## src/hdl/prcx_pkg.sv

```systemverilog
// Shared types and decode constants for the PC-relative reference scanner.
`default_nettype none

package prcx_pkg;

	localparam int unsigned ADDR_W = 64;
	localparam int unsigned WORD_W = 32;

	typedef enum logic [1:0] {
		KIND_NONE   = 2'd0,
		KIND_ADR    = 2'd1,
		KIND_ADRP   = 2'd2,
		KIND_BRANCH = 2'd3
	} ref_kind_t;

	localparam logic [WORD_W-1:0] ADR_MASK    = 32'h9F00_0000;
	localparam logic [WORD_W-1:0] ADR_MATCH   = 32'h1000_0000;
	localparam logic [WORD_W-1:0] ADRP_MATCH  = 32'h9000_0000;
	localparam logic [WORD_W-1:0] B_MASK      = 32'h7C00_0000;
	localparam logic [WORD_W-1:0] B_MATCH     = 32'h1400_0000;
	localparam logic [WORD_W-1:0] ADD_MASK    = 32'hFF00_0000;
	localparam logic [WORD_W-1:0] ADD_MATCH   = 32'h9100_0000;

	localparam logic [1:0] ADD_SHIFT_NONE = 2'd0;
	localparam logic [1:0] ADD_SHIFT_12   = 2'd1;

	typedef struct packed {
		logic [ADDR_W-1:0] addr;
		ref_kind_t         kind;
	} dec_res_t;

	typedef struct packed {
		logic is_hit;
		logic first_hit;
	} hit_res_t;

endpackage

`default_nettype wire

```

## src/hdl/prcx_decode.sv

```systemverilog
// Combinational decode of ADR, ADRP plus ADD, and B or BL target addresses.
`default_nettype none

module prcx_decode (
	input  wire logic [prcx_pkg::WORD_W-1:0] instr_word,
	input  wire logic [prcx_pkg::WORD_W-1:0] next_word,
	input  wire logic [prcx_pkg::ADDR_W-1:0] word_address,
	output prcx_pkg::dec_res_t               res
);
	import prcx_pkg::*;

	logic [ADDR_W-1:0] imm21_sext;
	logic [ADDR_W-1:0] br_sext;
	logic [ADDR_W-1:0] adr_addr;
	logic [ADDR_W-1:0] page;
	logic [ADDR_W-1:0] add_imm;
	logic [ADDR_W-1:0] adrp_addr;
	logic [ADDR_W-1:0] br_addr;
	logic              adr_ok;
	logic              adrp_ok;
	logic              br_ok;
	logic [1:0]        add_shift;
	logic              shift_ok;

	// Immediate is immhi (bits 23..5) above immlo (bits 30..29).
	assign imm21_sext = {{(ADDR_W-21){instr_word[23]}}, instr_word[23:5], instr_word[30:29]};
	assign br_sext    = {{(ADDR_W-28){instr_word[25]}}, instr_word[25:0], 2'b00};

	assign adr_addr = word_address + imm21_sext;
	assign page     = {word_address[ADDR_W-1:12], 12'h000} + {imm21_sext[ADDR_W-13:0], 12'h000};
	assign add_shift = next_word[23:22];
	assign shift_ok  = (add_shift == ADD_SHIFT_NONE) || (add_shift == ADD_SHIFT_12);
	assign add_imm   = (add_shift == ADD_SHIFT_12) ?
		{{(ADDR_W-24){1'b0}}, next_word[21:10], 12'h000} :
		{{(ADDR_W-12){1'b0}}, next_word[21:10]};
	assign adrp_addr = page + add_imm;
	assign br_addr   = word_address + br_sext;

	// A form whose sum is zero counts as no reference and the next form is tried.
	assign adr_ok  = ((instr_word & ADR_MASK) == ADR_MATCH) && (adr_addr != '0);
	assign adrp_ok = ((instr_word & ADR_MASK) == ADRP_MATCH)
		&& ((next_word & ADD_MASK) == ADD_MATCH) && shift_ok
		&& (instr_word[4:0] == next_word[9:5]) && (adrp_addr != '0);
	assign br_ok   = ((instr_word & B_MASK) == B_MATCH) && (br_addr != '0);

	always_comb begin
		if (adr_ok) begin
			res.addr = adr_addr;
			res.kind = KIND_ADR;
		end else if (adrp_ok) begin
			res.addr = adrp_addr;
			res.kind = KIND_ADRP;
		end else if (br_ok) begin
			res.addr = br_addr;
			res.kind = KIND_BRANCH;
		end else begin
			res.addr = '0;
			res.kind = KIND_NONE;
		end
	end

endmodule

`default_nettype wire

```

## src/hdl/prcx_match.sv

```systemverilog
// Target compare and first-hit tracking across a scan.
`default_nettype none

module prcx_match (
	input  wire logic                        clk,
	input  wire logic                        arst_n,
	input  wire logic                        advance,
	input  wire logic                        last_word,
	input  wire logic [prcx_pkg::ADDR_W-1:0] target_address,
	input  wire logic [prcx_pkg::ADDR_W-1:0] ref_address,
	output prcx_pkg::hit_res_t               hit
);
	import prcx_pkg::*;

	logic hit_seen_q;

	assign hit.is_hit    = (target_address != '0) && (ref_address == target_address);
	assign hit.first_hit = hit.is_hit && !hit_seen_q;

	// The last word of a scan still reports against the old state, then clears it.
	always_ff @(posedge clk or negedge arst_n) begin
		if (!arst_n) begin
			hit_seen_q <= 1'b0;
		end else if (advance) begin
			if (last_word) begin
				hit_seen_q <= 1'b0;
			end else if (hit.is_hit) begin
				hit_seen_q <= 1'b1;
			end
		end
	end

endmodule

`default_nettype wire

```

## src/hdl/pc_relative_xref_scanner_unit.sv

```systemverilog
// Top level of the PC-relative reference scanner: input and result registers.
`default_nettype none

// Scans a stream of AArch64 instruction words and reports, for each word, the
// address it refers to through ADR, ADRP followed by a matching ADD, or B/BL,
// together with a hit flag against target_address and a first-hit flag that
// resets after the word marked with tlast. Every request gives one result. The
// block takes one request per cycle while the result side is not stalled; each
// request passes through the input register and then the result register, where
// decode, the address adders and the target compare sit between the two, and the
// result register lets a new request enter while a result waits to be taken.
// target_address must be written only while no request is in flight.
module pc_relative_xref_scanner_unit (
	input  wire logic         clk,
	input  wire logic         arst_n,
	input  wire logic         target_wr_en,
	input  wire logic [63:0]  target_wr_data,
	input  wire logic         s_tvalid,
	output logic              s_tready,
	// instr_word [31:0], next_word [63:32], word_address [127:64]
	input  wire logic [127:0] s_tdata,
	// last_word
	input  wire logic         s_tlast,
	output logic              m_tvalid,
	input  wire logic         m_tready,
	// ref_address [63:0]
	output logic [63:0]       m_tdata,
	// ref_kind [1:0], is_hit [2], first_hit [3]
	output logic [3:0]        m_tuser
);
	import prcx_pkg::*;

	logic [ADDR_W-1:0] target_q;

	logic              v_s1;
	logic [WORD_W-1:0] instr_s1;
	logic [WORD_W-1:0] next_s1;
	logic [ADDR_W-1:0] pc_s1;
	logic              last_s1;

	logic              v_s2;
	logic [ADDR_W-1:0] addr_s2;
	ref_kind_t         kind_s2;
	logic              hit_s2;
	logic              first_s2;

	logic              advance;
	dec_res_t          dec;
	hit_res_t          hit;

	assign advance  = v_s1 && (!v_s2 || m_tready);
	assign s_tready = !v_s1 || advance;

	always_ff @(posedge clk or negedge arst_n) begin
		if (!arst_n) begin
			target_q <= '0;
		end else if (target_wr_en) begin
			target_q <= target_wr_data;
		end
	end

	always_ff @(posedge clk or negedge arst_n) begin
		if (!arst_n) begin
			v_s1 <= 1'b0;
		end else if (s_tready) begin
			v_s1 <= s_tvalid;
		end
	end

	always_ff @(posedge clk) begin
		if (s_tvalid && s_tready) begin
			instr_s1 <= s_tdata[31:0];
			next_s1  <= s_tdata[63:32];
			pc_s1    <= s_tdata[127:64];
			last_s1  <= s_tlast;
		end
	end

	prcx_decode u_decode (
		.instr_word   (instr_s1),
		.next_word    (next_s1),
		.word_address (pc_s1),
		.res          (dec)
	);

	prcx_match u_match (
		.clk            (clk),
		.arst_n         (arst_n),
		.advance        (advance),
		.last_word      (last_s1),
		.target_address (target_q),
		.ref_address    (dec.addr),
		.hit            (hit)
	);

	always_ff @(posedge clk or negedge arst_n) begin
		if (!arst_n) begin
			v_s2 <= 1'b0;
		end else if (advance) begin
			v_s2 <= 1'b1;
		end else if (m_tready) begin
			v_s2 <= 1'b0;
		end
	end

	always_ff @(posedge clk) begin
		if (advance) begin
			addr_s2  <= dec.addr;
			kind_s2  <= dec.kind;
			hit_s2   <= hit.is_hit;
			first_s2 <= hit.first_hit;
		end
	end

	assign m_tvalid = v_s2;
	assign m_tdata  = addr_s2;
	assign m_tuser  = {first_s2, hit_s2, kind_s2};

endmodule

`default_nettype wire

```

## config.mk

```make
export PLATFORM = sky130hd
export DESIGN_NAME = pc_relative_xref_scanner_unit
export DESIGN_NICKNAME = d
export VERILOG_FILES = /design/src/hdl/prcx_pkg.sv /design/src/hdl/prcx_decode.sv /design/src/hdl/prcx_match.sv /design/src/hdl/pc_relative_xref_scanner_unit.sv
export SDC_FILE = /design/constraint.sdc
export NUM_CORES = 1
export LEC_CHECK = 0
export BUFFER_PORTS_ARGS = -buffer_cell sky130_fd_sc_hd__buf_2
export CAP_MARGIN = 10
export CORE_MARGIN = 3
export CORE_UTILIZATION = 37
export CTS_CLUSTER_SIZE = 24
export DETAILED_ROUTE_END_ITERATION = 8
export GPL_TIMING_DRIVEN = 0
export SYNTH_ARGS = -nofsm -noshare
export SYNTH_HDL_FRONTEND = slang
export SYNTH_SLANG_ARGS = --single-unit
export TNS_END_PERCENT = 1
```

## constraint.sdc

```tcl
create_clock -name clk -period 7.35 [get_ports clk]
set_clock_uncertainty 0.1 [all_clocks]
set_input_delay 0.735 -clock clk [delete_from_list [all_inputs] [get_ports clk]]
set_output_delay 0.735 -clock clk [all_outputs]
set_load 0.01 [all_outputs]
```

**Word-level counts from Yosys, hierarchy flattened**

Index checks and enable logic that the tools add are counted.

- Output and inout bits: 70
- Word-level logic and storage cells: 55
- Register bits: 264

- $add $sub $neg: 4
- Reduce and logical (&&, ||, !) cells: 24
- Equal/unequal tests: 7
- Muxes and demuxes: 8

Operators by type and width:

| kind | number |
|---|---|
| 64-bit adder | 4 |
| 64-bit nonzero test | 4 |
| 66-bit two-way mux | 3 |
| 64-bit == test | 1 |
| 24-bit two-way mux | 1 |
| 1-bit logical AND | 10 |
| 8-bit == test (second input constant) | 1 |
| 6-bit by 5-bit == test with 1-bit output (second input constant) | 1 |
| 6-bit == test (second input constant) | 1 |
| 5-bit by 3-bit == test with 1-bit output (second input constant) | 1 |
| 5-bit == test | 1 |
| 1-bit two-way mux | 4 |
| 2-bit nonzero test | 2 |
| 1-bit logical NOT | 3 |
| 1-bit logical OR | 3 |
| 2-bit by 1-bit == test with 1-bit output (second input constant) | 1 |
| 2-bit logical NOT | 1 |
| 2-bit AND reduction | 1 |

**Longest topological paths before layout**

- Depth after elaboration: 11
- Depth in mapped cells: 23
- Depth with buffers taken out: 22

**Cells and area by module**

Synthesis repeated with hierarchy kept, for this count alone.

- Cells, all modules: 2369
- Area, all modules: 22706.8 sq um

Modules (own cells, without submodules):

| module | instances | sequential area each (sq um) | cells an instance | area an instance (sq um) |
|---|---|---|---|---|
| prcx_decode | 1 | 0.0 | 1912 | 13107.6 |
| pc_relative_xref_scanner_unit | 1 | 7567.3 | 342 | 8698.3 |
| prcx_match | 1 | 25.0 | 115 | 900.9 |

**Least setup slack after synthesis**

No wires, ideal clock.

- Path type: register -> register
- From: reg instr_s1[23]
- To: reg first_s2 (data pin)
- Library setup time: 169 ps
- Required time: 7081 ps
- Buffers on the path: 1
- Arrival time: 7398 ps
- Cell stages (with the launch flop): 19
- Path slack: -317 ps
- Cells stage by stage: edfxtp_1 > inv_1 > fa_1 > clkbuf_1 > nor2b_1 > a211o_1 > a21o_1 > a211o_1 > o211a_1 > a2111oi_0 > o2111a_1 > nand4_1 > o41ai_4 > o21ai_2 > xor2_1 > nor4_1 > o2111ai_1 > nor4_1 > nor4b_2

RTL lines:

| what | RTL line | source |
|---|---|---|
| from (decl) | pc_relative_xref_scanner_unit.sv:36 | `logic [WORD_W-1:0] instr_s1;` |
| from (signal assigned) | pc_relative_xref_scanner_unit.sv:72 | `instr_s1 <= s_tdata[31:0];` |
| to (signal assigned) | pc_relative_xref_scanner_unit.sv:111 | `first_s2 <= hit.first_hit;` |
| to (decl) | pc_relative_xref_scanner_unit.sv:45 | `logic first_s2;` |

==> flow_metrics.tcl <==
set metrics [dict create \
    status "finished, final reports clean" \
    ant_nets 0 \
    ir_worst_vdd_mv 0.199 \
    cp-start-kind "register" \
    syn_area_mm2 0.0249 \
    ys_seq_area_share_pct 29.9 \
    critPathMaxStageDelay_ns 0.84 \
    nets 3579 \
    routed_wl_um 113000 \
    p_per_area_mw_per_mm2 198 \
    utilization_pct 43.5 \
    postSynthCellCount 2843 \
    core_mm2 0.0662 \
    post-route-period-util_pct 97.1 \
    yosysMostFrequentCell "nand2_1" \
    io_pins 268 \
    post_drt_wl_per_cell_um 27.9 \
    clock_sinks 259 \
    cts_inserted_buffers 29 \
    setup_viol 0 \
    p_leak_nw 11.5 \
    final_cells 4043 \
    synth_cell_types 100 \
    area_delta_synth_final_pct 15.6 \
    num_vias 25200 \
    grt_pass1_wl_um 162000 \
    slowest_stage "a211oi_1" \
    synth_area_leaders "edfxtp_1, ha_1, dfrtp_1" \
    clock.fmax_mhz 140 \
    die_area_mm2 0.0705 \
    synthFlopType "edfxtp_1" \
    drt-initial-drc-count 2619 \
    synth_top_area_share_pct 23.1 \
    cts_tree "built" \
    place_ws_ns -0.970 \
    hold_violations 0 \
    critical_path_class "register to register" \
    layout-drive-gt1-share_pct 15.8 \
    placement_rows 94 \
    cp-end-kind "register" \
    cp_max_fo 10 \
    drtPass1Iterations 6 \
    ys_async_sr_fraction_pct 25.9 \
    slew_viol_final 0 \
    synth_edf_count 192 \
    maxCapViolCount 0 \
    post-synth-top-area-cell "edfxtp_1" \
    routed_via_density 6.24 \
    antenna_found_initial 2 \
    rsz0062_at_grt "no" \
    synth-seq-cells 259 \
    relSlewSlack_pct 21.6 \
    totalPowerFinal_mw 5.70 \
    port-buffer-count 261 \
    worstPathArrival_ns 7.47 \
    drc_errors 0 \
    clk_path_buf_depth 3 \
    tightest_slew_ns 1.17 \
    fp.dieH_um 266 \
    syn_nets 3267 \
    grt_overflow_total 0 \
    root_buffer "clkbuf_16" \
    gp_congestion 1.01 \
    critPathMostFrequentCell "o21ai_0" \
    gr-usage-all-layers_pct 31.0 \
    place_area_mm2 0.0276 \
    grt_max_degree 70 \
    worstSkewPairLatency_ns 0.62 \
    htreeDepth 1 \
    cp.required_ns 7.68 \
    setup_slack_ns 0.213 \
    hpwl_um 94200 \
    initial_utilization_pct 37.6 \
    grt_pass1_vias 24100 \
    fin_area_mm2 0.0288 \
    syn_avg_cell_area_um2 8.77 \
    clkTransAtPathRegs_ns 0.06 \
    fin_crit_ns 7.14 \
    dp_cells 3979 \
    synth_warnings 0 \
    chipWidth_um 266 \
    path_cells "ha_1, buf_2, nand2_1, o21ai_0, a211oi_1, a211oi_1, o21ai_0, o31ai_1, xnor2_1, nand4_1, or4_4, o31ai_4, buf_2, mux2i_1, o21ai_0, nor4b_2, nand2_1, nor4b_2" \
    yosys-top-cells-count "nand2_1, a21oi_1, edfxtp_1" \
    holdCritPathClass "primary input to async pin" \
]
==> area by class of cell <==
class / instances / area [µm²]
diodes: 2 / 5.00
plain buffers: 135 / 568
clock buffers: 43 / 902
clock inverters: 10 / 78.8
fillers: 6750 / 37400
inverters: 94 / 359
multi-input cells: 2352 / 16800
flip-flops and latches: 259 / 7440
well taps: 864 / 1080
repair buffers: 284 / 1620
==> state kept, by name, summed over array words and instances, names as in the netlist <==
name and flops:
last_s1 1, kind_s2 2, instr_s1 32, target_q 64, first_s2 1, m_tvalid 1
next_s1 27, hit_s2 1, v_s1 1, pc_s1 64, m_tdata 64, u_match.hit_seen_q 1
==> worst max-delay path, delay by kind of cell, from the launching register on <==
family | cells | cell delay [ns]
AOI/OAI and AO/OA | 7 | 3.06
and+or+nand+nor | 6 | 1.66
DFF | 1 | 0.56
buffers and inverters | 2 | 0.56
adders and majority gates | 1 | 0.35
xor gates and xnor gates | 1 | 0.33
muxes | 1 | 0.32
==> timing repair <==
action | in CTS | in global routing
pin swaps | 1 | 3
hold buffers | 0 | 0
hold endpoints to repair | 0 | 0
resized for setup | 5 | 43
buffers inserted | 5 | 6
setup endpoints to repair | 4 | 3
==> per-layer routing <==
metal / up-vias / track usage (%) / part of all wire, %
met3: 295 / 5.71 / 8.4
li1: 11500 / - / -
met2: 1243 / 49.0 / 44
met1: 12100 / 40.5 / 41
met5: - / 0 / 0.012
met4: 2 / 16.1 / 6.4
==> power by group <==
group | internal, mW | switching (mW) | leakage (nW) | total, mW
Clock | 0.853 | 0.630 | 0.491 | 1.48
Sequential | 1.70 | 0.129 | 2.67 | 1.83
Combinational | 0.774 | 1.61 | 8.31 | 2.39
==> final timing paths <==
path                            from                 end  slack [ns]  depth (start not counted)
hold reg to reg              last_s1  u_match.hit_seen_q        0.36                          1
min in group clk             s_tlast             last_s1        0.19                          1
max in group asynchronous     arst_n        target_q[29]        6.44                          1
setup / recovery           pc_s1[16]            first_s2        0.21                         18
setup reg to reg           pc_s1[16]            first_s2        0.21                         18
hold / removal                arst_n        target_q[54]        0.13                          1
==> through the flow <==
step           hold slack, ns  setup TNS (ns)
3_3_place_gp            0.362          -58.08
3_5_place_dp            0.357           -2.87
2_1_floorplan           0.296          -0.637
5_1_grt                 0.165               0
6_report                0.135               0
4_1_cts                 0.157               0
==> cell families (layout without fill, tap and decap cells) <==
kind of cell | count (synthesis) | after routing | share of synthesized area (%)
other | 0 | 2 | 0
DFF | 259 | 259 | 29.9
adders and majority gates | 226 | 226 | 12.7
buffers and inverters | 232 | 566 | 3.70
xor gates and xnor gates | 179 | 179 | 6.29
and+or+nand+nor | 969 | 969 | 20.2
muxes | 65 | 65 | 2.89
AOI/OAI and AO/OA | 913 | 913 | 24.4
==> cells in the final DEF (no fill, tap or decap), types with 94 or more instances in the layout <==
cell	n
buf_2	280
ha_1	181
nor2_1	180
a21oi_1	229
clkbuf_1	107
xnor2_1	97
edfxtp_1	192
nand2_1	267
o21ai_0	179
nand4_1	94
(Power assumes the default switching activity.)
